File: config.mk
export PLATFORM = sky130hd
export DESIGN_NAME = icf_pos_ctrl
export DESIGN_NICKNAME = d
export VERILOG_FILES = /design/src/sv/icf_pkg.sv /design/src/sv/icf_pos_ctrl.sv
export SDC_FILE = /design/constraint.sdc
export NUM_CORES = 1
export LEC_CHECK = 0
export BUFFER_PORTS_ARGS = -buffer_cell sky130_fd_sc_hd__buf_2
export CAP_MARGIN = 20
export CORE_MARGIN = 2
export CORE_UTILIZATION = 55
export CTS_CLUSTER_DIAMETER = 150
export CTS_CLUSTER_SIZE = 16
export DETAILED_ROUTE_END_ITERATION = 10
export PLACE_DENSITY = 0.73
export SLEW_MARGIN = 20
export SYNTH_ARGS = -nofsm -noshare
export SYNTH_HDL_FRONTEND = slang
export SYNTH_SLANG_ARGS = --single-unit
File: constraint.sdc
create_clock -name clk_i -period 8 [get_ports clk_i]
set_input_delay 2.4 -clock clk_i [delete_from_list [all_inputs] [get_ports clk_i]]
set_output_delay 2.4 -clock clk_i [all_outputs]
set_load 0.005 [all_outputs]
File: src/sv/icf_pkg.sv
// Package of the 3x3 filter: sizes, word types, register codes and kernel tables.
package icf_pkg;

  // Image limits and field widths
  localparam int MAX_WIDTH  = 1024;
  localparam int MAX_HEIGHT = 1024;
  localparam int PIX_W      = 8;
  localparam int VAL_W      = 13;
  localparam int DIM_W      = 11;
  localparam int COL_W      = $clog2(MAX_WIDTH);
  localparam int ROW_W      = $clog2(MAX_HEIGHT + 1) + 1;
  localparam int OIDX_W     = 20;
  localparam int TOT_W      = OIDX_W + 1;
  localparam int REM_W      = $clog2(MAX_WIDTH + 1);
  localparam int DIVC_W     = $clog2(OIDX_W);
  localparam int NUM_TAPS   = 9;
  localparam int COEF_W     = 4;

  // Register file
  localparam int ADDR_W     = 4;
  localparam int REG_IDX_W  = 2;
  localparam int DATA_W     = 32;
  localparam logic [REG_IDX_W-1:0] REG_KERNEL = 2'd0;
  localparam logic [REG_IDX_W-1:0] REG_WIDTH  = 2'd1;
  localparam logic [REG_IDX_W-1:0] REG_HEIGHT = 2'd2;

  localparam logic [DIM_W-1:0] RESET_WIDTH  = 11'd640;
  localparam logic [DIM_W-1:0] RESET_HEIGHT = 11'd480;
  localparam logic [TOT_W-1:0] RESET_TOTAL  = TOT_W'(640 * 480);

  typedef enum logic [1:0] {
    KERNEL_EMBOSS  = 2'd0,
    KERNEL_EDGE    = 2'd1,
    KERNEL_SHARPEN = 2'd2,
    KERNEL_BLUR    = 2'd3
  } kernel_e;

  typedef struct packed {
    logic [PIX_W-1:0] pixel;
    logic             is_flush;
  } in_word_t;

  typedef struct packed {
    logic signed [VAL_W-1:0] value;
    logic                    last;
  } out_word_t;

  // Effective configuration, dimensions already clamped
  typedef struct packed {
    kernel_e          kernel;
    logic [DIM_W-1:0] width;
    logic [DIM_W-1:0] height;
  } cfg_t;

  // Per-word control from the position tracker
  typedef struct packed {
    logic             step;
    logic             emit;
    logic             border;
    logic             last;
    logic [PIX_W-1:0] pix;
    logic [COL_W-1:0] col;
  } item_t;

  typedef logic signed [COEF_W-1:0] coef_t;
  typedef coef_t [0:NUM_TAPS-1] kernel_t;

  // Coefficients in row-major order, top row first
  function automatic kernel_t kernel_coefs(kernel_e sel);
    kernel_t k;
    unique case (sel)
      KERNEL_EMBOSS:  k = '{4'sd2, -4'sd1, 4'sd0, -4'sd1, 4'sd1, 4'sd1, 4'sd0, 4'sd1, 4'sd2};
      KERNEL_EDGE:    k = '{-4'sd1, 4'sd0, 4'sd1, -4'sd2, 4'sd0, 4'sd2, -4'sd1, 4'sd0, 4'sd1};
      KERNEL_SHARPEN: k = '{4'sd1, -4'sd2, 4'sd1, -4'sd2, 4'sd5, -4'sd2, 4'sd1, -4'sd2, 4'sd1};
      KERNEL_BLUR:    k = '{4'sd1, 4'sd1, 4'sd1, 4'sd1, 4'sd1, 4'sd1, 4'sd1, 4'sd1, 4'sd1};
      default:        k = '0;
    endcase
    return k;
  endfunction

  // Pixel times a small kernel coefficient, built from shifts
  function automatic logic signed [VAL_W-1:0] tap_term(logic [PIX_W-1:0] p, coef_t c);
    logic signed [VAL_W-1:0] pe;
    logic signed [VAL_W-1:0] r;
    pe = {{(VAL_W-PIX_W){1'b0}}, p};
    case (c)
      4'sd1:   r = pe;
      -4'sd1:  r = -pe;
      4'sd2:   r = pe <<< 1;
      -4'sd2:  r = -(pe <<< 1);
      4'sd5:   r = (pe <<< 2) + pe;
      default: r = '0;
    endcase
    return r;
  endfunction

endpackage

File: src/sv/icf_pos_ctrl.sv
// Stream position tracking, border and end-of-image flags, and the row/column divider.
module icf_pos_ctrl (
  input  logic               clk_i,
  input  logic               rst_ni,
  input  icf_pkg::cfg_t      cfg_i,
  input  logic               cfg_wr_i,
  input  logic               in_fire_i,
  input  icf_pkg::in_word_t  in_data_i,
  output logic               busy_o,
  output icf_pkg::item_t     item_o
);

  localparam logic [1:0] ST_IDLE = 2'd0;
  localparam logic [1:0] ST_LOAD = 2'd1;
  localparam logic [1:0] ST_DIV  = 2'd2;

  logic [1:0]                    state_q;
  logic [icf_pkg::ROW_W-1:0]     in_row_q;
  logic [icf_pkg::COL_W-1:0]     in_col_q;
  logic [icf_pkg::OIDX_W-1:0]    out_idx_q;
  logic [icf_pkg::OIDX_W-1:0]    orow_q;
  logic [icf_pkg::COL_W-1:0]     ocol_q;
  logic [icf_pkg::TOT_W-1:0]     total_q;
  logic [icf_pkg::REM_W-1:0]     rem_q;
  logic [icf_pkg::OIDX_W-1:0]    quo_q;
  logic [icf_pkg::DIVC_W-1:0]    cnt_q;

  logic [2*icf_pkg::DIM_W-1:0]   area;
  logic [icf_pkg::REM_W:0]       rem_sh;
  logic                          rem_ge;
  logic [icf_pkg::REM_W-1:0]     rem_d;
  logic [icf_pkg::OIDX_W-1:0]    quo_d;
  logic                          draining;
  logic                          ignore;
  logic                          step;
  logic                          emit;
  logic                          border;
  logic                          last;
  logic                          col_wrap;
  logic                          ocol_wrap;

  assign busy_o = (state_q != ST_IDLE);
  assign area   = cfg_i.width * cfg_i.height;

  // One restoring division step
  assign rem_sh = {rem_q, quo_q[icf_pkg::OIDX_W-1]};
  assign rem_ge = (rem_sh >= (icf_pkg::REM_W+1)'(cfg_i.width));
  assign rem_d  = rem_ge ? icf_pkg::REM_W'(rem_sh - (icf_pkg::REM_W+1)'(cfg_i.width))
                         : rem_sh[icf_pkg::REM_W-1:0];
  assign quo_d  = {quo_q[icf_pkg::OIDX_W-2:0], rem_ge};

  // Decode the current word against the stream position
  assign draining  = (in_row_q >= icf_pkg::ROW_W'(cfg_i.height));
  assign ignore    = in_data_i.is_flush && !draining;
  assign step      = in_fire_i && !ignore;
  assign emit      = (in_row_q >= icf_pkg::ROW_W'(2)) ||
                     ((in_row_q == icf_pkg::ROW_W'(1)) && (in_col_q != '0));
  assign col_wrap  = ((icf_pkg::DIM_W'(in_col_q) + 1'b1) >= cfg_i.width);
  assign ocol_wrap = ((icf_pkg::DIM_W'(ocol_q) + 1'b1) >= cfg_i.width);
  assign border    = (orow_q == '0) ||
                     ((icf_pkg::TOT_W'(orow_q) + 1'b1) >= icf_pkg::TOT_W'(cfg_i.height)) ||
                     (ocol_q == '0) || ocol_wrap;
  assign last      = ((icf_pkg::TOT_W'(out_idx_q) + 1'b1) >= total_q);

  always_comb begin
    item_o.step   = step;
    item_o.emit   = emit;
    item_o.border = border;
    item_o.last   = last;
    item_o.pix    = draining ? '0 : in_data_i.pixel;
    item_o.col    = in_col_q;
  end

  // Advance counters; recompute output row and column after a register write
  always_ff @(posedge clk_i or negedge rst_ni) begin
    if (!rst_ni) begin
      state_q   <= ST_IDLE;
      in_row_q  <= '0;
      in_col_q  <= '0;
      out_idx_q <= '0;
      orow_q    <= '0;
      ocol_q    <= '0;
      total_q   <= icf_pkg::RESET_TOTAL;
      rem_q     <= '0;
      quo_q     <= '0;
      cnt_q     <= '0;
    end else if (cfg_wr_i) begin
      state_q <= ST_LOAD;
    end else begin
      unique case (state_q)
        ST_IDLE: begin
          if (step) begin
            if (emit && last) begin
              in_row_q  <= '0;
              in_col_q  <= '0;
              out_idx_q <= '0;
              orow_q    <= '0;
              ocol_q    <= '0;
            end else begin
              if (col_wrap) begin
                in_col_q <= '0;
                if (in_row_q != '1) begin
                  in_row_q <= in_row_q + 1'b1;
                end
              end else begin
                in_col_q <= in_col_q + 1'b1;
              end
              if (emit) begin
                out_idx_q <= out_idx_q + 1'b1;
                if (ocol_wrap) begin
                  ocol_q <= '0;
                  orow_q <= orow_q + 1'b1;
                end else begin
                  ocol_q <= ocol_q + 1'b1;
                end
              end
            end
          end
        end
        ST_LOAD: begin
          total_q <= area[icf_pkg::TOT_W-1:0];
          rem_q   <= '0;
          quo_q   <= out_idx_q;
          cnt_q   <= '0;
          state_q <= ST_DIV;
        end
        ST_DIV: begin
          rem_q <= rem_d;
          quo_q <= quo_d;
          cnt_q <= cnt_q + 1'b1;
          if (cnt_q == icf_pkg::DIVC_W'(icf_pkg::OIDX_W - 1)) begin
            orow_q  <= quo_d;
            ocol_q  <= rem_d[icf_pkg::COL_W-1:0];
            state_q <= ST_IDLE;
          end
        end
        default: state_q <= ST_IDLE;
      endcase
    end
  end

endmodule

==> results of run 1 <==
==> cell type report <==
type	instances	area, um^2
Clock buffer	18	439
Clock inverter	14	141
Fill cell	2165	9560
Inverter	178	668
Multi-Input combinational cell	1201	9300
Sequential cell	131	3280
Tap cell	324	405
Timing Repair Buffer	79	457
==> cell usage in the layout, fill, tap and decap left out, types with 13 or more instances in the layout <==
cell type / synthesis / routed
fa_1: 80 / 80
ha_1: 147 / 146
a21oi_1: 53 / 53
nand2b_1: 16 / 16
nand4_1: 36 / 36
nor3_1: 18 / 18
o21a_1: 13 / 13
buf_4: 5 / 22
and3_1: 29 / 29
nand3_1: 46 / 46
inv_1: 176 / 176
a31oi_1: 36 / 36
nand2_1: 193 / 193
nor2_1: 105 / 105
a32oi_1: 14 / 14
dfrtp_1: 127 / 127
a22o_1: 15 / 15
a21o_1: 17 / 17
and2_1: 45 / 45
buf_2: 25 / 56
xor2_1: 28 / 28
o211ai_1: 23 / 23
clkbuf_16: 0 / 17
xnor2_1: 34 / 34
o21ai_0: 66 / 66
==> per-stage QoR <==
| stage | cell area [um^2] | util, % |
|---|---|---|
| floorplan | 13600 | - |
| global placement | 14100 | 58.2 |
| detailed placement | 14100 | 58.2 |
| CTS | 14700 | 60.6 |
| global route | 14700 | 60.6 |
| finish | 14700 | 60.6 |
==> power by group through the flow <==
| stage | logic (mW) | registers (mW) | clock network (mW) |
|---|---|---|---|
| finish | 2.50 | 0.964 | 0.792 |
| global placement | 2.38 | 0.963 | 0 |
| floorplan | 1.85 | 0.917 | 0 |
| detailed placement | 2.43 | 0.967 | 0 |
| CTS | 2.47 | 0.960 | 0.797 |
| global route | 2.84 | 0.985 | 0.825 |
==> kinds of logic after synthesis <==
logic type	after synthesis
adder cells (fa/ha/maj)	227
buffers and inverters	256
multiplexers	19
flip-flops	131
AND/OR/NAND/NOR	556
XOR/XNOR	62
AO/OA/AOI/OAI	337
==> worst min-delay path: stages, from the launching register on <==
cell,delay [ps]
dfrtp_1,340
nand2_1,50
o21ai_0,60
==> sequential cells by signal, summed over array words and instances, names as in the netlist <==
register   count
state_q        2
rem_q         11
ocol_q        10
in_row_q      12
orow_q        20
out_idx_q     20
total_q       21
cnt_q          5
quo_q         20
in_col_q      10
==> cells in the mapped netlist, types with 15 or more instances <==
cell type  number  share of area [%]
nand2_1       193                5.3
inv_1         176                4.9
ha_1          147                 14
dfrtp_1       127                 23
nor2_1        105                2.9
fa_1           80                 12
o21ai_0        66                2.4
a21oi_1        53                2.0
nand3_1        46                1.7
and2_1         45                2.1
clkbuf_1       42                1.2
a31oi_1        36                1.7
nand4_1        36                1.7
xnor2_1        34                2.2
and3_1         29                1.3
xor2_1         28                1.8
buf_2          25               0.92
o211ai_1       23                1.3
nor3_1         18               0.66
a21o_1         17               0.94
nand2b_1       16               0.74
a22o_1         15               0.97
==> path summary, 6_finish.rpt <==
kind / start / to / slack, ps / cells after the start
worst max register to register: out_idx_q[0] / orow_q[18] / 3290 / 14
worst max-delay path: cfg_i[8] / total_q[19] / 620 / 18
worst min-delay path: quo_q[5] / quo_q[5] / 490 / 2
max in group asynchronous: rst_ni / quo_q[4] / 4690 / 2
worst min register to register: quo_q[5] / quo_q[5] / 490 / 2
min in group asynchronous: rst_ni / in_col_q[2] / 1950 / 1
==> routing by layer <==
layer / part of all wire, % / global-route usage (%) / vias to the layer above
met1: 44 / 40.8 / 5751
met2: 47 / 46.3 / 403
met5: 0 / 0 / -
met3: 6.9 / 5.50 / 65
li1: - / - / 5587
met4: 2.5 / 9.01 / 0
==> results.md, run 1 <==
- Outcome: finished clean
- Worst Slack Setup Final: 622 ps
- Chip height: 161 um
- Worst Hold Class: register to register
- Synth cell types: 83
- FFs w/ async S/R, synth: 100%
- Core area: 24200 um^2
- CP Buf/Inv Count: 4
- Sequential share of power: between 20% and 30%
- Setup Skew: roughly 17 ps
- Final ANT Viol Nets: 0
- Max cap viols: 0
- Clk Latency, worst-skew pair: 430 ps
- Post-DP HPWL: 26700 um
- Final setup viols: 0
- Post-cts resize count: 0
- Root Driver: clkbuf_16
- Minimum clock period: 7380 ps
- Mux cell area share after synthesis: 1.47%
- Post-layout nets: 1872
- CP delay by family, top: adder cells
- Endpoint type of the worst setup path: register
- Largest net degree at the start of global routing: 77
- Worst slack, placed: 241 ps
- Pre-Repair DR Iteration Count: 6
- Syn Nets: ~1.9k
- Htree depth: 4
- Setup TNS: 0 ps
- CTS Buf Count: 17
- Grt ovf: 0
- Switching Fraction: around 46%
- Vias in the first global route: roughly 12k
- Relative slew margins: between 30% and 40%
- Cells along the critical path: buf_2 -> inv_1 -> nor2_1 -> fa_1 -> fa_1 -> fa_1 -> fa_1 -> inv_1 -> fa_1 -> inv_1 -> ha_1 -> a21o_1 -> a21o_1 -> a21oi_1 -> o21ai_0 -> a2111oi_0 -> or4_1 -> o211ai_1
- ANT cells: 0
- Register area share after synthesis: 24.2%
- Initial Util: 56.0%
- Post-Synthesis Cells: 1588
- Critical Path Start Type: input port
- Initial antenna violation count: 0
- CTS sink count: 131
- Residual DRC: 0
- Worst Path Class, Setup: input port to register
- PwrDens: 290 nW/um^2
- Die Wd: 161 um
- Post-synthesis compound-gate area fraction: between 15 and 20%
- Leakage: 7.09 nW
- Hold buffers post-CTS: 0
- Ports: 60
- Largest family of logic cells by synthesized area: adder cells
- Clock Tree Buf Depth: 2
- Critical Path RT: 8280 ps
- P_sw: 1.97 mW
- Mean cell area of the mapped netlist: about 8.5 um^2
- Layout Cells excl Fill: a little under 2k
- Worst path most repeated cell: fa_1
- RSZ-0062 raised after global routing: no
- # port buffers: 57
- Post-CTS Setup Repair Bufs: 0
- Gr usage total: between 20% and 30%
- CP max stage cell: fa_1
- Synth Area in XOR/XNOR: 4.00%
- Area growth from synthesis to layout: 8.21%
- Fraction of layout cells with a size suffix above 1: roughly a tenth
- Internal power: 2.29 mW
- Simple-gate share of the synthesized area: 20.0%
- Final Wtd Congestion: 0.919
- YS warnings: 0
- Final slew viol count: 0
- Synth Area in Adders: 25.3%
- Post-synth EDFFs: 0
- Placed cell count: 1913
- CTS tree: done
- Vias: 11.8k
- Total Die Area: approximately 26000 um^2
- Period utilisation layout: 92.2%
- Netlist area before placement: 13600 um^2
- Top FF cell, synth: dfrtp_1
- Via density: 6.07
- Fin. Hold Viols: 0
- Reg clk slew, reported paths: approximately 60 ps
- Worst vdd ir: 0.000198 V
- Worst Max-Slew Pin Slew: 1010 ps
- Row count: 57
- First-pass GRT wire length: 60800 um
- Clock Power Share: 18.6%
- Max Clk Rate: between 100 and 150 MHz
- Hold_ws: roughly 500 ps
- Synth Register Bits: 131
- Critical path's largest stage delay: 610 ps
- Critical Path AT: about 7700 ps
- Critical Path Fanout Max: 8
- Power after layout: approximately 4.3 mW
- WL final: 36200 um
- Combinational fraction of design power: 58.7%
- Starting DRT DRC Count: about 1.2k
- Avg WL per Cell: 18.6 um
Note: power is estimated with default switching activity, not from simulation.
==> inputs of run 2 (changes only) <==
- RECOVER_POWER: default -> 25
==> run 2 against run 1 <==
The run now ends with capacitance limit, slew limit left. Maximum frequency about the same. Wire length increased by 0.38%. Critical path type unchanged. Worst hold slack got worse by 1.3 ps. Global-route usage unchanged. Combinational power about the same. First-iteration DRC count decreased by 0.97%. Core utilization decreased by 0.062 points.
==> results.md, run 2 (synthesis results as in run 1) <==
- Outcome: complete, but fails checks (was finished clean)
- Failing checks: capacitance limit, slew limit
- Worst Slack Setup Final: 625 ps (was 622 ps)
- Commonest non-fill, non-tap cell in the layout: nand2_1 (unchanged)
- # port buffers: 57 (unchanged)
- Worst slack, placed: 241 ps (unchanged)
- Starting DRT DRC Count: 1220 (was 1232)
- Fin. Hold Viols: 0 (unchanged)
- Final setup viols: 0 (unchanged)
- Setup Skew: 16.5 ps (was 17.3 ps)
- PwrDens: 290 nW/um^2 (about the same)
- Die Wd: 161 um (unchanged)
- Minimum clock period: 7370 ps (was 7380 ps)
- Total Die Area: 26000 um^2 (unchanged)
- Final Wtd Congestion: 0.919 (unchanged)
- Clock Power Share: 18.7% (was 18.6%)
- Reg with most FFs: total_q (unchanged)
- Gr usage total: 29.2% (unchanged)
- Final ANT Viol Nets: 0 (unchanged)
- Leakage: 7.08 nW (was 7.09 nW)
- Placed cell areas: 14100 um^2 (unchanged)
- Setup TNS: 0 ps (unchanged)
- Switching Fraction: 46.2% (about the same)
- Residual DRC: 0 (unchanged)
- Critical Path AT: 7660 ps (about the same)
- Post-layout nets: 1872 (unchanged)
- Core area: 24200 um^2 (unchanged)
- First-pass GRT wire length: 60800 um (unchanged)
- Critical Path Fanout Max: 8 (unchanged)
- Wire length on met3: 2550 um (was 2500 um)
- Final slew viol count: 106 (was 0)
- Internal power: 2.29 mW (about the same)
- Chip height: 161 um (unchanged)
- Row count: 57 (unchanged)
- Htree depth: 4 (unchanged)
- Startpoint of the worst hold path: quo_q[5] (unchanged)
- Pre-Repair DR Iteration Count: 5 (was 6)
- Clock Tree Buf Depth: 2 (unchanged)
- Worst Hold Class: register to register (unchanged)
- Post-cts resize count: 0 (unchanged)
- DR WL met2: 16900 um (about the same)
- DR top layer: met4 (unchanged)
- Max FFs per register: 21 (unchanged)
- Ports: 60 (unchanged)
- Worst vdd ir: 0.000197 V (was 0.000198 V)
- Critical Path Start Type: input port (unchanged)
- Endpoint type of the worst setup path: register (unchanged)
- Combinational fraction of design power: 58.7% (about the same)
- Vias: 11.8k (about the same)
- Period utilisation layout: 92.2% (about the same)
- Most frequent cells in the layout: nand2_1 (193), inv_1 (176), ha_1 (146), dfrtp_1 (127), nor2_1 (105) (unchanged)
- Relative slew margins: -138% (was 32.4%)
- Clk Latency, worst-skew pair: 440 ps (was 430 ps)
- Initial antenna violation count: 0 (unchanged)
- Grt ovf: 0 (unchanged)
- CTS sink count: 131 (unchanged)
- CTS tree: done (unchanged)
- Avg WL per Cell: 18.7 um (was 18.6 um)
- Area growth from synthesis to layout: 8.10% (was 8.21%)
- RSZ-0062 raised after global routing: no (unchanged)
- Met1 WL: 16000 um (was 15900 um)
- Post-CTS Setup Repair Bufs: 0 (unchanged)
- Worst r2r src: out_idx_q[0] (unchanged)
- Worst Path Class, Setup: input port to register (unchanged)
- Reg2Reg Depth: 14 (unchanged)
- Sequential share of power: 22.7% (about the same)
- Initial Util: 56.0% (unchanged)
- Hold endpoint: quo_q[5] (unchanged)
- ANT cells: 0 (unchanged)
- Reg clk slew, reported paths: 60 ps (about the same)
- Worst R2R Setup Slack: 3300 ps (was 3290 ps)
- Fraction of layout cells with a size suffix above 1: 9.25% (was 9.50%)
- Hold buffers post-CTS: 0 (unchanged)
- Root Driver: clkbuf_16 (unchanged)
- Via density: 6.08 (was 6.07)
- Hold Path Stages: 2 (unchanged)
- Vias in the first global route: 11.7k (unchanged)
- Fin area: 14700 um^2 (about the same)
- Worst r2r dst: orow_q[18] (unchanged)
- Largest net degree at the start of global routing: 77 (unchanged)
- P_sw: 1.97 mW (about the same)
- Max Clk Rate: 136 MHz (about the same)
- WL final: 36300 um (was 36200 um)
- CTS Buf Count: 17 (unchanged)
- Worst Max-Slew Pin Slew: 3570 ps (was 1010 ps)
- Critical Path RT: 8280 ps (about the same)
- Max cap viols: 2 (was 0)
- Post-DP HPWL: 26700 um (unchanged)
## run 2: cell count changes in the layout (fill, tap and decap cells not counted)
cell      before  now
buf_4         22   21
buf_6          1    0
clkbuf_1       0    3
buf_2         56   55
nor2b_1       12   13
nor2b_2        2    1
## run 2: layer usage
layer,global-route usage (%),vias up
met4,9.01,0
met3,5.50,64
met1,40.8,5756
met5,0,-
met2,46.3,411
li1,-,5591
## run 2: worst max-delay path by stage
| stage | cells past startpoint | to | slack [ps] | start |
|---|---|---|---|---|
| after floorplan | 18 | total_q[19] | 770 | cfg_i[13] |
| after global placement | 18 | total_q[19] | 320 | cfg_i[8] |
| after detailed placement | 18 | total_q[19] | 240 | cfg_i[8] |
| after CTS | 19 | total_q[19] | 650 | cfg_i[14] |
| after global routing | 18 | total_q[19] | 340 | cfg_i[8] |
| final | 18 | total_q[19] | 630 | cfg_i[8] |
## run 2: stage by stage
step                hold WS [ps]  util [%]  cells  total power, mW
finish                       487      60.5   1945             4.26
global placement             455      58.2   1913             3.35
CTS                          488      60.6   1945             4.22
global route                 509      60.5   1945             4.64
detailed placement           467      58.2   1913             3.40
floorplan                    442         -   1588             2.77
## run 2: layout make-up
type | count | area [um^2]
Fill cell | 2171 | 9570
Multi-Input combinational cell | 1201 | 9300
Sequential cell | 131 | 3280
Inverter | 178 | 668
Timing Repair Buffer | 79 | 444
Clock buffer | 18 | 439
Tap cell | 324 | 405
Clock inverter | 14 | 141
## run 2: worst max-delay path, cell delays in order
cell and delay (ps):
buf_2 190, inv_1 200, nor2_1 160, fa_1 470, fa_1 530, fa_1 520
fa_1 550, inv_1 60, fa_1 610, inv_1 70, ha_1 370, a21o_1 180
a21o_1 180, a21oi_1 130, o21ai_0 160, a2111oi_0 580, or4_1 200, o211ai_1 90
## run 2: power groups by stage
stage | sequential [mW] | combinational (mW) | clock (mW)
2_1_floorplan | 0.917 | 1.85 | 0
3_3_place_gp | 0.963 | 2.38 | 0
3_5_place_dp | 0.967 | 2.43 | 0
4_1_cts | 0.960 | 2.47 | 0.797
5_1_grt | 0.985 | 2.83 | 0.825
6_report | 0.964 | 2.50 | 0.795
