**config.mk**
```make
export PLATFORM = sky130hd
export DESIGN_NAME = icf_cfg_regs
export DESIGN_NICKNAME = d
export VERILOG_FILES = /design/src/sv/icf_pkg.sv /design/src/sv/icf_cfg_regs.sv
export SDC_FILE = /design/constraint.sdc
export NUM_CORES = 1
export LEC_CHECK = 0
export ABC_AREA = 1
export BUFFER_PORTS_ARGS = -buffer_cell sky130_fd_sc_hd__buf_4
export CORE_AREA = 8 8 83 85
export DETAILED_ROUTE_END_ITERATION = 10
export DIE_AREA = 0 0 91 93
export PLACE_DENSITY_LB_ADDON = 0.25
export SLEW_MARGIN = 20
export SYNTH_ARGS = -nofsm -noshare
export SYNTH_HDL_FRONTEND = slang
export SYNTH_SLANG_ARGS = --single-unit
```
**constraint.sdc**
```tcl
create_clock -name clk_i -period 1.4 [get_ports clk_i]
set_input_delay 0.28 -clock clk_i [delete_from_list [all_inputs] [get_ports clk_i]]
set_output_delay 0.28 -clock clk_i [all_outputs]
set_load 0.1 [all_outputs]
```
**src/sv/icf_pkg.sv**
```systemverilog
// Package of the 3x3 filter: sizes, word types, register codes and kernel tables.
package icf_pkg;

  // Image limits and field widths
  localparam int MAX_WIDTH  = 1024;
  localparam int MAX_HEIGHT = 1024;
  localparam int PIX_W      = 8;
  localparam int VAL_W      = 13;
  localparam int DIM_W      = 11;
  localparam int COL_W      = $clog2(MAX_WIDTH);
  localparam int ROW_W      = $clog2(MAX_HEIGHT + 1) + 1;
  localparam int OIDX_W     = 20;
  localparam int TOT_W      = OIDX_W + 1;
  localparam int REM_W      = $clog2(MAX_WIDTH + 1);
  localparam int DIVC_W     = $clog2(OIDX_W);
  localparam int NUM_TAPS   = 9;
  localparam int COEF_W     = 4;

  // Register file
  localparam int ADDR_W     = 4;
  localparam int REG_IDX_W  = 2;
  localparam int DATA_W     = 32;
  localparam logic [REG_IDX_W-1:0] REG_KERNEL = 2'd0;
  localparam logic [REG_IDX_W-1:0] REG_WIDTH  = 2'd1;
  localparam logic [REG_IDX_W-1:0] REG_HEIGHT = 2'd2;

  localparam logic [DIM_W-1:0] RESET_WIDTH  = 11'd640;
  localparam logic [DIM_W-1:0] RESET_HEIGHT = 11'd480;
  localparam logic [TOT_W-1:0] RESET_TOTAL  = TOT_W'(640 * 480);

  typedef enum logic [1:0] {
    KERNEL_EMBOSS  = 2'd0,
    KERNEL_EDGE    = 2'd1,
    KERNEL_SHARPEN = 2'd2,
    KERNEL_BLUR    = 2'd3
  } kernel_e;

  typedef struct packed {
    logic [PIX_W-1:0] pixel;
    logic             is_flush;
  } in_word_t;

  typedef struct packed {
    logic signed [VAL_W-1:0] value;
    logic                    last;
  } out_word_t;

  // Effective configuration, dimensions already clamped
  typedef struct packed {
    kernel_e          kernel;
    logic [DIM_W-1:0] width;
    logic [DIM_W-1:0] height;
  } cfg_t;

  // Per-word control from the position tracker
  typedef struct packed {
    logic             step;
    logic             emit;
    logic             border;
    logic             last;
    logic [PIX_W-1:0] pix;
    logic [COL_W-1:0] col;
  } item_t;

  typedef logic signed [COEF_W-1:0] coef_t;
  typedef coef_t [0:NUM_TAPS-1] kernel_t;

  // Coefficients in row-major order, top row first
  function automatic kernel_t kernel_coefs(kernel_e sel);
    kernel_t k;
    unique case (sel)
      KERNEL_EMBOSS:  k = '{4'sd2, -4'sd1, 4'sd0, -4'sd1, 4'sd1, 4'sd1, 4'sd0, 4'sd1, 4'sd2};
      KERNEL_EDGE:    k = '{-4'sd1, 4'sd0, 4'sd1, -4'sd2, 4'sd0, 4'sd2, -4'sd1, 4'sd0, 4'sd1};
      KERNEL_SHARPEN: k = '{4'sd1, -4'sd2, 4'sd1, -4'sd2, 4'sd5, -4'sd2, 4'sd1, -4'sd2, 4'sd1};
      KERNEL_BLUR:    k = '{4'sd1, 4'sd1, 4'sd1, 4'sd1, 4'sd1, 4'sd1, 4'sd1, 4'sd1, 4'sd1};
      default:        k = '0;
    endcase
    return k;
  endfunction

  // Pixel times a small kernel coefficient, built from shifts
  function automatic logic signed [VAL_W-1:0] tap_term(logic [PIX_W-1:0] p, coef_t c);
    logic signed [VAL_W-1:0] pe;
    logic signed [VAL_W-1:0] r;
    pe = {{(VAL_W-PIX_W){1'b0}}, p};
    case (c)
      4'sd1:   r = pe;
      -4'sd1:  r = -pe;
      4'sd2:   r = pe <<< 1;
      -4'sd2:  r = -(pe <<< 1);
      4'sd5:   r = (pe <<< 2) + pe;
      default: r = '0;
    endcase
    return r;
  endfunction

endpackage

```
**src/sv/icf_cfg_regs.sv**
```systemverilog
// APB register file: kernel select and image size, with clamped outputs.
module icf_cfg_regs (
  input  logic                         clk_i,
  input  logic                         rst_ni,
  input  logic                         psel,
  input  logic                         penable,
  input  logic                         pwrite,
  input  logic [icf_pkg::ADDR_W-1:0]   paddr,
  input  logic [icf_pkg::DATA_W-1:0]   pwdata,
  output logic [icf_pkg::DATA_W-1:0]   prdata,
  output logic                         pready,
  output icf_pkg::cfg_t                cfg_o,
  output logic                         cfg_wr_o
);

  logic [icf_pkg::REG_IDX_W-1:0] idx;
  logic                          wr;
  icf_pkg::kernel_e              kernel_q;
  logic [icf_pkg::DIM_W-1:0]     width_q;
  logic [icf_pkg::DIM_W-1:0]     height_q;

  assign idx      = paddr[icf_pkg::ADDR_W-1:2];
  assign wr       = psel && penable && pwrite;
  assign pready   = 1'b1;
  assign cfg_wr_o = wr;

  // Write registers
  always_ff @(posedge clk_i or negedge rst_ni) begin
    if (!rst_ni) begin
      kernel_q <= icf_pkg::KERNEL_EMBOSS;
      width_q  <= icf_pkg::RESET_WIDTH;
      height_q <= icf_pkg::RESET_HEIGHT;
    end else if (wr) begin
      unique case (idx)
        icf_pkg::REG_KERNEL: kernel_q <= icf_pkg::kernel_e'(pwdata[1:0]);
        icf_pkg::REG_WIDTH:  width_q  <= pwdata[icf_pkg::DIM_W-1:0];
        icf_pkg::REG_HEIGHT: height_q <= pwdata[icf_pkg::DIM_W-1:0];
        default: ;
      endcase
    end
  end

  // Read back
  always_comb begin
    unique case (idx)
      icf_pkg::REG_KERNEL: prdata = {{(icf_pkg::DATA_W-2){1'b0}}, kernel_q};
      icf_pkg::REG_WIDTH:  prdata = {{(icf_pkg::DATA_W-icf_pkg::DIM_W){1'b0}}, width_q};
      icf_pkg::REG_HEIGHT: prdata = {{(icf_pkg::DATA_W-icf_pkg::DIM_W){1'b0}}, height_q};
      default:             prdata = '0;
    endcase
  end

  // Clamp dimensions: zero becomes one, oversize saturates
  always_comb begin
    cfg_o.kernel = kernel_q;
    if (width_q == '0) begin
      cfg_o.width = icf_pkg::DIM_W'(1);
    end else if (width_q > icf_pkg::DIM_W'(icf_pkg::MAX_WIDTH)) begin
      cfg_o.width = icf_pkg::DIM_W'(icf_pkg::MAX_WIDTH);
    end else begin
      cfg_o.width = width_q;
    end
    if (height_q == '0) begin
      cfg_o.height = icf_pkg::DIM_W'(1);
    end else if (height_q > icf_pkg::DIM_W'(icf_pkg::MAX_HEIGHT)) begin
      cfg_o.height = icf_pkg::DIM_W'(icf_pkg::MAX_HEIGHT);
    end else begin
      cfg_o.height = height_q;
    end
  end

endmodule

```
==> flow_metrics.env, run 1 <==
export IMPL_maxSlewViolCount=0
export IMPL_vdd_drop_max_mv=0.877
export IMPL_ys_ff_latch=24
export IMPL_num_vias=1596
export IMPL_finalWirelength_mm=5.65
export IMPL_r2r_slack_ps=430
export IMPL_drive_gt1_share_pct=69.4
export IMPL_cp_data_required_time_ps=1120
export IMPL_ioPinCount=99
export IMPL_hpwlAfterDp_mm=3.94
export IMPL_async_flop_share_pct=100
export IMPL_start_kind="flip-flop"
export IMPL_clockBufferDepth=2
export IMPL_dpl_cell_count=358
export IMPL_clkTransAtPathRegs_ps=90
export IMPL_synthFlopType="dfrtp_1"
export IMPL_cts_tree="built"
export IMPL_first_global_vias=1720
export IMPL_setup_viol_count_final=30
export IMPL_violations="setup timing"
export IMPL_avgSynthCellArea_um2=7.80
export IMPL_wl_met1_mm=2.36
export IMPL_arrival_ps=1650
export IMPL_grt_pass1_wl_mm=9.09
export IMPL_cap_violations=0
export IMPL_fmax_ghz=0.519
export IMPL_clk_latency_ps=260
export IMPL_finalNonFillerCells=379
export IMPL_grt_max_degree=25
export IMPL_dr_wl_met2_mm=3.03
export IMPL_fin_skew_ps=0
export IMPL_crit_fanout=6
export IMPL_gp_congestion=0.747
export IMPL_nNetsFinal=346
export IMPL_die_height_um=93
export IMPL_pwr_share_clk_pct=10.3
export IMPL_synth_edff_count=0
export IMPL_area_growth_pct=107
export IMPL_cts_sinks=24
export IMPL_placed_cell_area_um2=2540
export IMPL_endpoint_kind="output pin"
export IMPL_drt_wirelength_per_cell_um=14.9
export IMPL_hold_start="pwdata[6]"
export IMPL_antenna_left=0
export IMPL_path_class="flip-flop to output pin"
export IMPL_initial_utilization_pct=28.5
export IMPL_fin_area_um2=3340
export IMPL_synth_distinct_cells=19
export IMPL_highest_layer="met4"
export IMPL_pwr_share_comb_pct=72.9
export IMPL_layout_setup_ws_ps=-528
export IMPL_status="finished, violations left"
export IMPL_overflow=0
export IMPL_drc=0
export IMPL_finalCritPeriodShare_pct=138
export IMPL_postSynthCellCount=207
export IMPL_final_cell_mix="45 x buf_4, 34 x buf_12, 31 x nand2_1"
export IMPL_cts_root_buf="clkbuf_8"
export IMPL_vias_per_cell=4.21
export IMPL_ys_seq_area_share_pct=37.6
export IMPL_swShare_pct=52.6
export IMPL_htreeDepth=1
export IMPL_cp_startpoint="height_q[4]"
export IMPL_syn_area_um2=1620
export IMPL_rsz0062_at_grt="yes"
export IMPL_p_per_area_nw_per_um2=1780
export IMPL_die_w_um=91
export IMPL_drtIter0Drc=41
export IMPL_die_area_um2=8460
export IMPL_portBuffers=53
export IMPL_power_frac_seq_pct=16.8
export IMPL_netSwitchingPower_mw=3.12
export IMPL_fp_coreArea_um2=5680
export IMPL_antenna_found_initial=0
export IMPL_antennaDiodeCount=0
export IMPL_pre_cts_ws_ps=-335
export IMPL_wl_met3_um=218
export IMPL_drtPass1Iterations=4
export IMPL_cts_made_buffers=3
export IMPL_hold_class="input pin to flip-flop"
export IMPL_row_count=28
export IMPL_grt_usage_pct=13.3
export IMPL_synth_warnings=0
export IMPL_leakage_nw=1.48
export IMPL_layout_commonest_cell="buf_4"
export IMPL_r2r_start="height_q[10]"
export IMPL_finalHoldViolCount=0
export IMPL_fin_crit_ps=1930
export IMPL_internal_power_mw=2.81
synthesized netlist by cell type, drive strengths merged (2+ instances only):
cell    number  share of area [%]
inv         36                8.4
nand2       35                8.1
nor2        35                8.4
buf         28                 14
o21ai       26                 13
dfrtp       18                 28
o22ai        9                3.5
dfstp        6                9.8
nand3        6                3.4
clkbuf       2               0.46
conb         2               0.46
o221ai       2                1.5
sequential cells by signal, indices dropped and copies added, names as in the netlist:
signal,flops
height_q,11
width_q,11
kernel_q,2
power by group through the flow:
stage               clock network, mW  registers [mW]  logic [mW]
finish                          0.611           0.995        4.33
global route                    0.648            1.01        4.48
CTS                             0.625           0.977        4.21
detailed placement                  0           0.980        3.34
global placement                    0           0.977        3.31
floorplan                           0            1.08        2.55
kinds of logic (layout without fill, tap and decap cells):
group	count (synthesis)	count (layout)	share of synthesized area (%)
AO/OA/AOI/OAI	37	37	18.1
buffers and inverters	66	143	22.8
flip-flops	24	24	37.6
other	2	22	0.465
AND/OR/NAND/NOR	78	78	21.0
per-stage QoR:
step	total power [mW]	util [%]	hold slack (ps)	TNS, ps
floorplan	3.63	-	-15.6	-3540
global placement	4.29	44.7	197	-5280
detailed placement	4.32	44.7	196	-5540
CTS	5.81	57.5	262	-9520
global route	6.14	58.9	271	-11840
finish	5.93	58.9	261	-10230
layer usage:
metal,GRT usage (%),up-vias
met5,0,-
met1,15.5,755
li1,-,796
met2,24.0,43
met4,4.09,0
met3,2.48,2
cell type report:
cell class / count / area, um^2
clock buffers: 3 / 41.3
clock inverters: 1 / 30.0
fillers: 472 / 2330
inverters: 36 / 184
multi-input cells: 137 / 1090
flip-flops and latches: 24 / 613
well taps: 75 / 93.8
repair buffers: 103 / 1290
worst max-delay path, stage by stage, from the launching register on:
cell and delay [ps]:
dfrtp_1 450, nor2_2 150, nand3_2 110, nor2_4 140
nor2_4 60, buf_12 140, nor2_4 120, buf_12 180
timing repair:
action,4_1_cts,5_1_grt
endpoints found under the setup margin,31,33
buffers inserted,17,3
pin swaps,20,10
hold endpoints to repair,18,0
hold buffers,1,0
resized for setup,137,21
final timing paths:
check	to	cells after the start
worst max-delay path	cfg_o[7]	7
worst min-delay path	height_q[6]	3
worst max register to register	height_q[10]	4
worst min register to register	width_q[5]	2
max in group asynchronous	height_q[8]	2
min in group asynchronous	width_q[10]	2
Power figures use the tool's default switching activity.
==> run 2: changes to the inputs <==
GPL_TIMING_DRIVEN = 0   (was default)
PLACE_DENSITY_LB_ADDON = 0.15   (was 0.25)
==> run 2 against run 1 <==
Net effect: the run still ends with setup timing left; register-to-register slack worse by 40 ps; non-clock buffer count up 20; flip-flop and latch count unchanged; sequential power up 5%; critical endpoint is now cfg_o[1]; maximum frequency up 2.6%; die area unchanged; combinational power about the same; final cell count up 5.3%; setup slack better by 49 ps; critical path type unchanged; critical path depth unchanged; power up 1.0%; utilization up 4.2 points.
==> flow_metrics.env, run 2 (same netlist as run 1, synthesis figures left out) <==
export IMPL_vias_per_cell=4.22
export IMPL_fp_coreArea_um2=5680
export IMPL_grt_pass1_wl_mm=9.14
export IMPL_cts_root_buf="clkbuf_8"
export IMPL_maxSlewViolCount=0
export IMPL_start_kind="flip-flop"
export IMPL_antenna_left=0
export IMPL_multi_input_area_um2=1120
export IMPL_rsz0062_at_grt="yes"
export IMPL_seq_area_um2=617
export IMPL_cp_data_required_time_ps=1120
export IMPL_path_common_cell="nor2_4"
export IMPL_antenna_found_initial=0
export IMPL_grt_use_met1_pct=16.0
export IMPL_ioPinCount=99
export IMPL_cts_sinks=24
export IMPL_vdd_drop_max_mv=0.826
export IMPL_hpwlAfterDp_mm=3.88
export IMPL_cpMaxStageDelayCell="dfrtp_2"
export IMPL_gp_congestion=0.732
export IMPL_arrival_ps=1600
export IMPL_layout_setup_ws_ps=-479
export IMPL_hold_class="input pin to flip-flop"
export IMPL_drtPass1Iterations=4
export IMPL_fin_crit_ps=1880
export IMPL_finalHoldViolCount=0
export IMPL_clkTransAtPathRegs_ps=90
export IMPL_layout_commonest_cell="buf_4"
export IMPL_met2_usage_pct=23.5
export IMPL_pre_cts_ws_ps=-402
export IMPL_htreeDepth=1
export IMPL_reg_top3="height_q (11), width_q (11), kernel_q (2)"
export IMPL_antennaDiodeCount=0
export IMPL_drive_gt1_share_pct=73.8
export IMPL_die_height_um=93
export IMPL_portBuffers=53
export IMPL_finalWirelength_mm=5.76
export IMPL_clockBufferDepth=2
export IMPL_nNetsFinal=366
export IMPL_num_vias=1682
export IMPL_setup_viol_count_final=32
export IMPL_clk_latency_ps=260
export IMPL_crit_fanout=5
export IMPL_first_global_vias=1759
export IMPL_status="finished, violations left"
export IMPL_fin_skew_ps=0
export IMPL_overflow=0
export IMPL_die_w_um=91
export IMPL_finalSetupTns_ps=-9710
export IMPL_grt_max_degree=25
export IMPL_cap_violations=0
export IMPL_endpoint_kind="output pin"
export IMPL_row_count=28
export IMPL_cts_made_buffers=3
export IMPL_grt_usage_pct=13.3
export IMPL_r2r_slack_ps=390
export IMPL_fmax_ghz=0.532
export IMPL_drtIter0Drc=51
export IMPL_fillers=450
export IMPL_p_per_area_nw_per_um2=1670
export IMPL_busiest_layer="met2"
export IMPL_violations="setup timing"
export IMPL_drc=0
export IMPL_cts_tree="built"
export IMPL_initial_utilization_pct=28.5
export IMPL_drt_wirelength_per_cell_um=14.4
export IMPL_worstPathCellList="nor2_2 > nand3_2 > nor2_4 > nor2_4 > buf_12 > nor2_4 > buf_12"
export IMPL_area_growth_pct=122
export IMPL_finalCritPeriodShare_pct=134
export IMPL_cp_slowest_stage_delay_ps=450
export IMPL_die_area_um2=8460
export IMPL_leakage_nw=1.61
export IMPL_path_class="flip-flop to output pin"
export IMPL_final_cell_mix="60 x buf_4, 37 x buf_12, 31 x nand2_1"
export IMPL_use_met3_pct=2.56
run 2: layout make-up:
type                            count  area share (%)
Buffer                             30            7.44
Clock buffer                        3            1.15
Clock inverter                      1           0.839
Inverter                           36            5.14
Multi-Input combinational cell    137            31.3
Sequential cell                    24            17.2
Tap cell                           75            2.62
Timing Repair Buffer               93            34.3
run 2: critical path: cells and delay by family, from the launching register on:
| kind | cells | cell delay, ps |
|---|---|---|
| DFF | 1 | 450 |
| buffers and inverters | 2 | 320 |
| and+or+nand+nor | 5 | 570 |
run 2: metal layers:
| layer | share of wire (%) | wire [um] | vias to the layer above |
|---|---|---|---|
| met5 | 0 | 0 | - |
| met4 | 0.50 | 29 | 0 |
| met3 | 4.4 | 252 | 2 |
| met2 | 53 | 3050 | 48 |
| met1 | 42 | 2420 | 789 |
| li1 | - | - | 843 |
run 2: final timing paths:
path	from	to	cells past startpoint
worst max-delay path	height_q[4]	cfg_o[1]	7
worst min-delay path	pwdata[5]	height_q[5]	3
worst max register to register	height_q[2]	height_q[2]	5
worst min register to register	kernel_q[1]	kernel_q[1]	2
max in group asynchronous	rst_ni	height_q[5]	2
min in group asynchronous	rst_ni	width_q[5]	2
run 2: report_power, final:
part	total (mW)	leakage [nW]	switching (mW)	internal [mW]
sequential	1.04	0.282	0.168	0.871
clock	0.597	0.0357	0.215	0.382
combinational	4.36	1.29	2.75	1.60
run 2: repair_timing:
action,4_1_cts,5_1_grt
cloned,1,0
pin swaps,20,27
hold buffers,1,0
buffers inserted,27,13
resized for setup,143,30
endpoints found under the hold margin,18,0
setup endpoints to repair,33,33
run 2: stage by stage:
step	instances	util (%)	hold WS, ps	cell area (um^2)	power, mW
finish	399	63.1	270	3580	5.99
detailed placement	355	44.9	198	2550	4.14
global route	399	63.1	284	3580	6.22
CTS	388	59.9	273	3400	5.74
floorplan	227	-	-15.6	2060	3.63
global placement	355	44.9	202	2550	4.12
==> run 3: changes to the inputs <==
CELL_PAD_IN_SITES_DETAIL_PLACEMENT = 2   (was default)
CELL_PAD_IN_SITES_GLOBAL_PLACEMENT = 2   (was default)
CORE_AREA = 2 2 89 91   (was 8 8 83 85)
GPL_ROUTABILITY_DRIVEN = 0   (was default)
==> run 3 against run 2 <==
Net effect: the flow still finishes with violations (setup timing); clock power up 7.7%; setup slack worse by 71 ps; via count up 1.0%; count of clock-buffer cells in the layout unchanged; register-to-register slack worse by 70 ps; routed wire length up 13%; design area down 1.2%; global-route usage up 2.1 points; highest routed layer unchanged.
==> flow_metrics.env, run 3 (same netlist as run 1, synthesis figures left out) <==
export IMPL_status="finished, violations left"
export IMPL_violations="setup timing"
export IMPL_drc=0
export IMPL_rsz0062_at_grt="yes"
export IMPL_hold_end="height_q[6]"
export IMPL_whs_ps=256
export IMPL_total_power_mw=6.00
export IMPL_grt_usage_pct=15.4
export IMPL_fp_coreArea_um2=7530
export IMPL_r2r_slack_ps=320
export IMPL_drive_gt1_share_pct=72.6
export IMPL_fin_area_um2=3540
export IMPL_min_delay_path_depth=3
export IMPL_hpwlAfterDp_mm=4.19
export IMPL_power_frac_seq_pct=17.6
export IMPL_cpMaxStageDelayCell="dfrtp_1"
export IMPL_layout_commonest_cell="buf_4"
export IMPL_htreeDepth=1
export IMPL_placed_cell_area_um2=2580
export IMPL_overflow=0
export IMPL_finish_utilization_pct=47.0
export IMPL_finalCritPeriodShare_pct=139
export IMPL_fin_skew_ps=0
export IMPL_dpl_cell_count=382
export IMPL_internal_power_mw=2.81
export IMPL_path_class="flip-flop to output pin"
export IMPL_hold_class="input pin to flip-flop"
export IMPL_clockBufferDepth=2
export IMPL_area_growth_pct=119
export IMPL_first_global_vias=1942
export IMPL_drtPass1Iterations=4
export IMPL_cap_violations=0
export IMPL_drt_wirelength_per_cell_um=15.6
export IMPL_layout_setup_ws_ps=-549
export IMPL_endpoint_kind="output pin"
export IMPL_clkTransAtPathRegs_ps=100
export IMPL_nNetsFinal=356
export IMPL_cts_tree="built"
export IMPL_drtIter0Drc=15
export IMPL_grt_max_degree=25
export IMPL_worstPathCellList="nor2_1 > nand3_2 > nor2_4 > nor2_4 > buf_12 > nor2_4 > buf_12"
export IMPL_die_area_um2=8460
export IMPL_pwr_share_comb_pct=71.7
export IMPL_r2r_start="width_q[4]"
export IMPL_cts_sinks=24
export IMPL_cts_made_buffers=3
export IMPL_cp_slowest_stage_delay_ps=420
export IMPL_grt_pass1_wl_mm=10.2
export IMPL_arrival_ps=1670
export IMPL_clk_latency_ps=280
export IMPL_reg_top3="height_q (11), width_q (11), kernel_q (2)"
export IMPL_crit_family="simple AND/OR/NAND/NOR gates"
export IMPL_leakage_nw=1.56
export IMPL_pwr_share_clk_pct=10.7
export IMPL_vdd_drop_max_mv=0.851
export IMPL_fmax_ghz=0.513
export IMPL_path_common_cell="nor2_4"
export IMPL_r2r_end="width_q[4]"
export IMPL_initial_utilization_pct=21.5
export IMPL_hold_start="pwdata[6]"
export IMPL_setup_viol_count_final=33
export IMPL_final_cell_mix="50 x buf_4, 37 x buf_12, 31 x nand2_1"
export IMPL_swShare_pct=53.2
export IMPL_pre_cts_ws_ps=-545
export IMPL_die_height_um=93
export IMPL_portBuffers=53
export IMPL_p_per_area_nw_per_um2=1700
export IMPL_cts_root_buf="clkbuf_8"
export IMPL_antennaDiodeCount=0
export IMPL_vias_per_cell=4.08
export IMPL_row_count=32
export IMPL_fillers=815
export IMPL_finalWirelength_mm=6.50
export IMPL_maxSlewViolCount=0
export IMPL_netSwitchingPower_mw=3.19
export IMPL_die_w_um=91
export IMPL_ioPinCount=99
export IMPL_antenna_found_initial=0
export IMPL_crit_fanout=5
export IMPL_finalNonFillerCells=416
export IMPL_finalSetupTns_ps=-10500
export IMPL_fin_crit_ps=1950
export IMPL_num_vias=1699
export IMPL_finalHoldViolCount=0
export IMPL_rr_worst_depth=6
export IMPL_path_buf_inv=2
export IMPL_cp_data_required_time_ps=1120
export IMPL_antenna_left=0
export IMPL_start_kind="flip-flop"
run 3: changes by cell type in the layout (fill, tap and decap cells not counted), moves of 2 or more:
cell,change
buf_4,-10
inv_6,+2
nor2_4,+2
nor2_1,-3
inv_1,+2
buf_6,+2
inv_4,-2
inv_2,-2
run 3: worst max path at each step:
| stage | slack (ps) | from | end | cells past startpoint |
|---|---|---|---|---|
| after global placement | -500 | width_q[9] | cfg_o[12] | 6 |
| after detailed placement | -550 | width_q[9] | cfg_o[12] | 6 |
| final | -550 | width_q[4] | cfg_o[15] | 7 |
| after CTS | -510 | width_q[8] | cfg_o[15] | 7 |
| after floorplan | -230 | width_q[4] | cfg_o[12] | 5 |
| after global routing | -640 | width_q[4] | cfg_o[14] | 7 |
run 3: power groups by stage:
| stage | logic, mW | registers (mW) | clock network (mW) |
|---|---|---|---|
| detailed placement | 3.13 | 1.04 | 0 |
| global placement | 3.10 | 1.03 | 0 |
| CTS | 4.13 | 1.02 | 0.658 |
| finish | 4.31 | 1.05 | 0.643 |
| floorplan | 2.55 | 1.08 | 0 |
| global route | 4.48 | 1.08 | 0.691 |
run 3: what timing repair did:
action | in CTS | in global routing
pin swaps | 23 | 11
buffers inserted | 22 | 10
hold endpoints to repair | 18 | 0
hold buffers | 1 | 0
endpoints found under the setup margin | 33 | 33
resized for setup | 151 | 29
run 3: routing by layer:
layer | GRT usage [%] | wire length (um) | vias to the layer above
li1 | - | - | 814
met1 | 18.8 | 2480 | 838
met2 | 29.0 | 3760 | 42
met3 | 1.21 | 180 | 5
met4 | 4.17 | 77 | 0
met5 | 0 | 0 | -
run 3: worst min-delay path, delay by kind of cell:
kind	cells	cell delay, ps
AO/OA/AOI/OAI	1	70
buffers and inverters	2	200
run 3: cell type report:
cell class / instances / area, um^2 / share of cell area, %
Timing Repair Buffer: 83 / 1130 / 32.1
Multi-Input combinational cell: 137 / 1130 / 31.8
Sequential cell: 24 / 616 / 17.4
Buffer: 30 / 273 / 7.71
Inverter: 36 / 189 / 5.34
Tap cell: 102 / 128 / 3.61
Clock buffer: 3 / 41.3 / 1.17
Clock inverter: 1 / 30.0 / 0.849
